==> config.mk <==
export PLATFORM = sky130hd
export DESIGN_NAME = ddo_ctrl
export DESIGN_NICKNAME = d
export VERILOG_FILES = /design/src/rtl/core/ddo_pkg.sv /design/src/rtl/core/ddo_ctrl.sv
export SDC_FILE = /design/constraint.sdc
export NUM_CORES = 1
export LEC_CHECK = 0
export BUFFER_PORTS_ARGS = -buffer_cell sky130_fd_sc_hd__clkbuf_2
export CORE_AREA = 2 2 39 41
export DETAILED_ROUTE_END_ITERATION = 6
export DIE_AREA = 0 0 41 43
export GPL_TIMING_DRIVEN = 0
export PLACE_DENSITY = 0.56
export SYNTH_ARGS = -nofsm -noshare
export SYNTH_HDL_FRONTEND = slang
export SYNTH_SLANG_ARGS = --single-unit
==> constraint.sdc <==
create_clock -name clk -period 1.16 [get_ports clk]
set_input_delay 0.116 -clock clk [delete_from_list [all_inputs] [get_ports clk]]
set_output_delay 0.116 -clock clk [all_outputs]
set_load 0.02 [all_outputs]
==> src/rtl/core/ddo_pkg.sv <==
// Shared types, constants and helper functions for the odometry block.
`timescale 1ns / 1ps
`default_nettype none
package ddo_pkg;

  // Configuration register indexes.
  localparam logic [1:0] REG_WHEEL_RADIUS = 2'd0;
  localparam logic [1:0] REG_INV_BASE     = 2'd1;

  // Register reset values.
  localparam logic [19:0] RADIUS_RESET   = 20'd3277;
  localparam logic [23:0] INV_BASE_RESET = 24'd327680;

  // The arctangent table has this many entries.
  localparam int unsigned MAX_STAGES = 24;

  // Gain-compensated CORDIC start value, Q2.30.
  localparam logic signed [33:0] CORDIC_START = 34'sd652032875;

  // 65536 / (2*pi) in Q16.
  localparam logic signed [30:0] RAD_TO_BAM = 31'sd683565276;

  // Signed 32-bit limits in product width.
  localparam logic signed [70:0] S32_MAX = 71'sd2147483647;
  localparam logic signed [70:0] S32_MIN = -71'sd2147483648;

  // Controller states.
  typedef enum logic [3:0] {
    ST_IDLE,
    ST_SUM,
    ST_DIFF,
    ST_W37,
    ST_WIB,
    ST_VDT,
    ST_WDT,
    ST_PLO,
    ST_PHI,
    ST_TURN,
    ST_WAIT,
    ST_DX,
    ST_DY,
    ST_Y,
    ST_DONE
  } state_t;

  // Operand pairs for the shared multiplier.
  typedef enum logic [3:0] {
    MUL_NONE,
    MUL_R_SUM,
    MUL_R_DIFF,
    MUL_W_IB,
    MUL_V_DT,
    MUL_W_DT,
    MUL_PLO_K,
    MUL_PHI_K,
    MUL_D_C,
    MUL_D_S
  } mul_op_t;

  // Commands from the controller to the datapath.
  typedef struct packed {
    logic    load_in;
    mul_op_t mul_op;
    logic    ld_v;
    logic    ld_w37;
    logic    ld_w;
    logic    ld_d;
    logic    ld_phi;
    logic    ld_lo;
    logic    ld_head;
    logic    ld_x;
    logic    ld_y;
    logic    ld_out;
  } cmd_t;

  // Status from the datapath to the controller.
  typedef struct packed {
    logic cordic_done;
  } sts_t;

  // Arctangent of 2^-i as a 32-bit binary angle.
  function automatic logic [31:0] atan_bam(input logic [4:0] idx);
    logic [31:0] r;
    unique case (idx)
      5'd0:    r = 32'h20000000;
      5'd1:    r = 32'h12E4051E;
      5'd2:    r = 32'h09FB385B;
      5'd3:    r = 32'h051111D4;
      5'd4:    r = 32'h028B0D43;
      5'd5:    r = 32'h0145D7E1;
      5'd6:    r = 32'h00A2F61E;
      5'd7:    r = 32'h00517C55;
      5'd8:    r = 32'h0028BE53;
      5'd9:    r = 32'h00145F2F;
      5'd10:   r = 32'h000A2F98;
      5'd11:   r = 32'h000517CC;
      5'd12:   r = 32'h00028BE6;
      5'd13:   r = 32'h000145F3;
      5'd14:   r = 32'h0000A2FA;
      5'd15:   r = 32'h0000517D;
      5'd16:   r = 32'h000028BE;
      5'd17:   r = 32'h0000145F;
      5'd18:   r = 32'h00000A30;
      5'd19:   r = 32'h00000518;
      5'd20:   r = 32'h0000028C;
      5'd21:   r = 32'h00000146;
      5'd22:   r = 32'h000000A3;
      5'd23:   r = 32'h00000051;
      default: r = 32'h00000000;
    endcase
    return r;
  endfunction

  // Saturate a wide signed value to signed 32 bits.
  function automatic logic signed [31:0] sat32(input logic signed [70:0] v);
    logic signed [31:0] r;
    if (v > S32_MAX) begin
      r = 32'sh7FFFFFFF;
    end else if (v < S32_MIN) begin
      r = 32'sh80000000;
    end else begin
      r = v[31:0];
    end
    return r;
  endfunction

endpackage
`default_nettype wire

==> src/rtl/core/ddo_ctrl.sv <==
// Odometry controller: sequences the datapath and runs both handshakes.
`timescale 1ns / 1ps
`default_nettype none
module ddo_ctrl (
  input  wire logic          clk,
  input  wire logic          rst,
  input  wire logic          in_valid,
  output logic               in_stall,
  output logic               out_valid,
  input  wire logic          out_stall,
  input  wire ddo_pkg::sts_t sts,
  output ddo_pkg::cmd_t      cmd
);
  import ddo_pkg::*;

  state_t state;
  state_t state_next;
  logic   out_free;

  assign out_free = !out_valid || !out_stall;

  // State register and output valid flag.
  always_ff @(posedge clk) begin
    if (rst) begin
      state     <= ST_IDLE;
      out_valid <= 1'b0;
    end else begin
      state <= state_next;
      if (cmd.ld_out) begin
        out_valid <= 1'b1;
      end else if (!out_stall) begin
        out_valid <= 1'b0;
      end
    end
  end

  // Next state.
  always_comb begin
    state_next = state;
    unique case (state)
      ST_IDLE: if (in_valid) state_next = ST_SUM;
      ST_SUM:  state_next = ST_DIFF;
      ST_DIFF: state_next = ST_W37;
      ST_W37:  state_next = ST_WIB;
      ST_WIB:  state_next = ST_VDT;
      ST_VDT:  state_next = ST_WDT;
      ST_WDT:  state_next = ST_PLO;
      ST_PLO:  state_next = ST_PHI;
      ST_PHI:  state_next = ST_TURN;
      ST_TURN: state_next = ST_WAIT;
      ST_WAIT: if (sts.cordic_done) state_next = ST_DX;
      ST_DX:   state_next = ST_DY;
      ST_DY:   state_next = ST_Y;
      ST_Y:    state_next = ST_DONE;
      ST_DONE: if (out_free) state_next = ST_IDLE;
      default: state_next = ST_IDLE;
    endcase
  end

  // Commands for each state.
  always_comb begin
    cmd        = '0;
    cmd.mul_op = MUL_NONE;
    in_stall   = 1'b1;
    unique case (state)
      ST_IDLE: begin
        in_stall    = 1'b0;
        cmd.load_in = in_valid;
      end
      ST_SUM:  cmd.mul_op = MUL_R_SUM;
      ST_DIFF: begin
        cmd.ld_v   = 1'b1;
        cmd.mul_op = MUL_R_DIFF;
      end
      ST_W37:  cmd.ld_w37 = 1'b1;
      ST_WIB:  cmd.mul_op = MUL_W_IB;
      ST_VDT: begin
        cmd.ld_w   = 1'b1;
        cmd.mul_op = MUL_V_DT;
      end
      ST_WDT: begin
        cmd.ld_d   = 1'b1;
        cmd.mul_op = MUL_W_DT;
      end
      ST_PLO: begin
        cmd.ld_phi = 1'b1;
        cmd.mul_op = MUL_PLO_K;
      end
      ST_PHI: begin
        cmd.ld_lo  = 1'b1;
        cmd.mul_op = MUL_PHI_K;
      end
      ST_TURN: cmd.ld_head = 1'b1;
      ST_WAIT: cmd.mul_op = MUL_NONE;
      ST_DX:   cmd.mul_op = MUL_D_C;
      ST_DY: begin
        cmd.ld_x   = 1'b1;
        cmd.mul_op = MUL_D_S;
      end
      ST_Y:    cmd.ld_y = 1'b1;
      ST_DONE: cmd.ld_out = out_free;
      default: cmd.mul_op = MUL_NONE;
    endcase
  end

endmodule
`default_nettype wire

==> summary.txt <==
STA
  • Unrepaired setup endpoints after global routing: true
  • Rel. slew slack: a little over four fifths
  • Tcrit/Tclk final: 129%
  • Slew Limit Fails: 0
  • Skew final: about 0.0075 ns
  • Final WS setup: -0.333 ns
  • Achievable frequency: 0.670 GHz
  • Final Hold Fails: 0
  • Worst slew pin tran: approximately 0.25 ns
  • Count of final setup violators: 18
  • Tmin final: ~1.5 ns

Critical path
  • Critical Path End Type: output pin
  • Delay-heaviest family, CP: simple AND/OR/NAND/NOR gates
  • Slowest-stage cell, CP: or4_4
  • CP Max Fanout: 5
  • Setup CP Type: reg2out
  • Critical Path RT: 1.04 ns
  • Worst Path Buf+Inv: 1
  • Startpoint types: flip-flop
  • Worst stage delay on the critical path: slightly below 0.6 ns
  • WP data arrival: around 1.4 ns
  • Worst-path cell chain: or4_4 -> nor2_4 -> buf_8

Cells and area
  • Area growth, synth to finish: 89.1%
  • Number of fill cells in the layout: between 100 and 150
  • Share of cells above drive strength 1: 60.5%
  • Footprint of the multi-input gates: ~340 um2
  • Layout Cells excl Fill: about 100
  • Number of diodes: 0
  • Sequential cell area: between 100 and 150 um2
  • Nets: 92

Placed design
  • GP Congestion: 0.726
  • Hpwl dp: about 800 um
  • I/O Buffers: 21
  • Placed Instances: 93

Power
  • Overall Power: between 0.8 and 0.9 mW
  • Power Dens Cells: between 1000 and 1500 nW/um2
  • VDD IR max: between 0.0006 and 0.0007 V
  • Leakage power figure: around 0.34 nW

Floorplanning
  • Die width: 41 um
  • Starting Density: between 20 and 30%
  • CORE AREA: approximately 1400 um2
  • DIE HEIGHT: 43 um
  • # IOs: 22
  • Die area: about 1800 um2
  • Rows: 14

Status
  • Failing checks: setup timing
  • Status: complete, but fails checks

Flow run
  • Max Cap Viol: 0

Synthesis
  • Syn_area_per_cell: between 6 and 7 um2
  • Sequential area share after synthesis: between 20% and 30%
  • #FFs+latches synth: 5
  • Cell variety after synth: 23
  • Post-synthesis instance total: 56
  • Synth Cell Area: approximately 400 um2
  • Syn Nets: 61
  • Ys Warns: 0

GRT
  • Grt total ovfl: 0
  • Pin count of the biggest net entering global routing: 11
  • Initial antenna violation count: 0
  • GR Util All Layers: 15.9%
  • Vias in the first global route: around 450
  • First-pass GRT wire length: between 1500 and 2000 um

Route
  • Initial DRT Pass Iterations: 2
  • Vias after detailed routing: ~490
  • WL final: roughly 1200 um
  • Via density: about 4.8
  • Residual DRC: 0
  • Initial drt markers: 1
  • Wire per inst: 11.4 um
  • Antenna-violating nets left: 0

CTS
  • CTS tree: yes
  • H-tree levels: 1
  • Clock-pin slew on the worst setup and hold paths: ~0.050 ns
  • Num CTS Buffers: 3
  • Root Buffer: clkbuf_4
  • Worst-case clock buffer depth: 2
  • Skew-Pair Late Insertion Delay: around 0.24 ns
  • Clock sinks: 5
  • Post-CTS Hold Fix Bufs: 0

Min path
  • Worst Hold Class: in2reg
-- final timing paths --
check            from       end  slack (ns)  depth (start not counted)
min reg2reg  state[0]  state[1]        0.52                          2
min               rst  state[2]        0.08                          2
max reg2reg  state[1]  state[0]       -0.10                          3
max          state[1]   cmd[14]       -0.33                          3
-- stage by stage --
stage | worst slack, ns | setup TNS, ns | hold slack [ns] | cell area, um2 | utilization [%]
final | -0.333 | -2.52 | 0.0807 | 738 | 53.3
after floorplan | -0.0930 | -0.389 | 0.185 | 433 | -
after global routing | -0.380 | -3.65 | 0.0824 | 738 | 53.3
after CTS | -0.343 | -2.88 | 0.0827 | 702 | 50.7
after detailed placement | -0.169 | -0.806 | 0.340 | 558 | 40.3
after global placement | -0.163 | -0.766 | 0.340 | 558 | 40.3
-- synthesized netlist by cell type --
library cell / instances / area share, %
o21ai_0: 1 / 1.3
a21o_1: 1 / 1.9
a21oi_1: 4 / 5.1
inv_1: 3 / 2.9
nor2_1: 8 / 7.7
a31oi_1: 1 / 1.6
nand3b_1: 1 / 1.9
nor2b_1: 1 / 1.6
nand4b_1: 1 / 2.2
o32ai_1: 1 / 2.2
o21ai_2: 1 / 2.2
nand2b_1: 8 / 13
buf_2: 4 / 5.1
a31o_2: 2 / 4.5
a21boi_0: 1 / 1.9
or4_4: 1 / 2.9
nor3_1: 4 / 5.1
a311oi_1: 1 / 2.2
nand2_1: 4 / 3.8
dfxtp_1: 5 / 26
and3_1: 1 / 1.6
or3_1: 1 / 1.6
o211ai_1: 1 / 1.9
-- report_power, final --
part	internal (mW)	switching, mW
registers	0.189	0.0156
clock network	0.130	0.0735
logic	0.196	0.210
total	0.515	0.299
-- cells by family (layout without fill, tap and decap cells) --
| kind of cell | Yosys count | count (layout) | synth area share (%) |
|---|---|---|---|
| buf+inv | 7 | 37 | 8.01 |
| flops | 5 | 5 | 25.6 |
| compound gates | 14 | 14 | 25.0 |
| simple gates | 30 | 30 | 41.4 |
-- timing repair --
action | 4_1_cts | 5_1_grt
setup endpoints to repair | 18 | 18
setup buffers | 5 | 0
resized for setup | 25 | 22
pin swaps | 6 | 0
-- final cells by class --
cell class,count,area share (%)
multi-input combinational,44,45.8
timing repair buffer,26,25.3
sequential,5,14.6
buffer,4,6.61
clock buffer,4,3.56
tap,16,2.71
inverter,3,1.53
-- worst register-to-register path, delay by kind of cell, from the launching register on --
kind | cells | cell delay (ns)
AO/OA/AOI/OAI | 2 | 0.22
flip-flops | 1 | 0.33
AND/OR/NAND/NOR | 1 | 0.58
-- layout by cell type, fill, tap and decap left out, drive strengths merged, types with 2 or more instances in the layout --
master,instances
nand2,4
dfxtp,5
nor2,8
buf,21
a21oi,4
nand2b,8
inv,3
o21ai,2
a31o,2
clkbuf,13
nor3,4
-- routing by layer --
layer  global-route usage (%)  share of wire [%]  vias up
met5                        0                  0        -
met4                     6.00                  0        0
met3                     3.66                7.2        0
met2                     24.4                 44       17
met1                     20.6                 48      213
li1                         -                  -      257
-- flip-flops by register name (all words and copies together), names as in the netlist --
register,cells
out_valid,1
state,4
(Power assumes the default switching activity.)
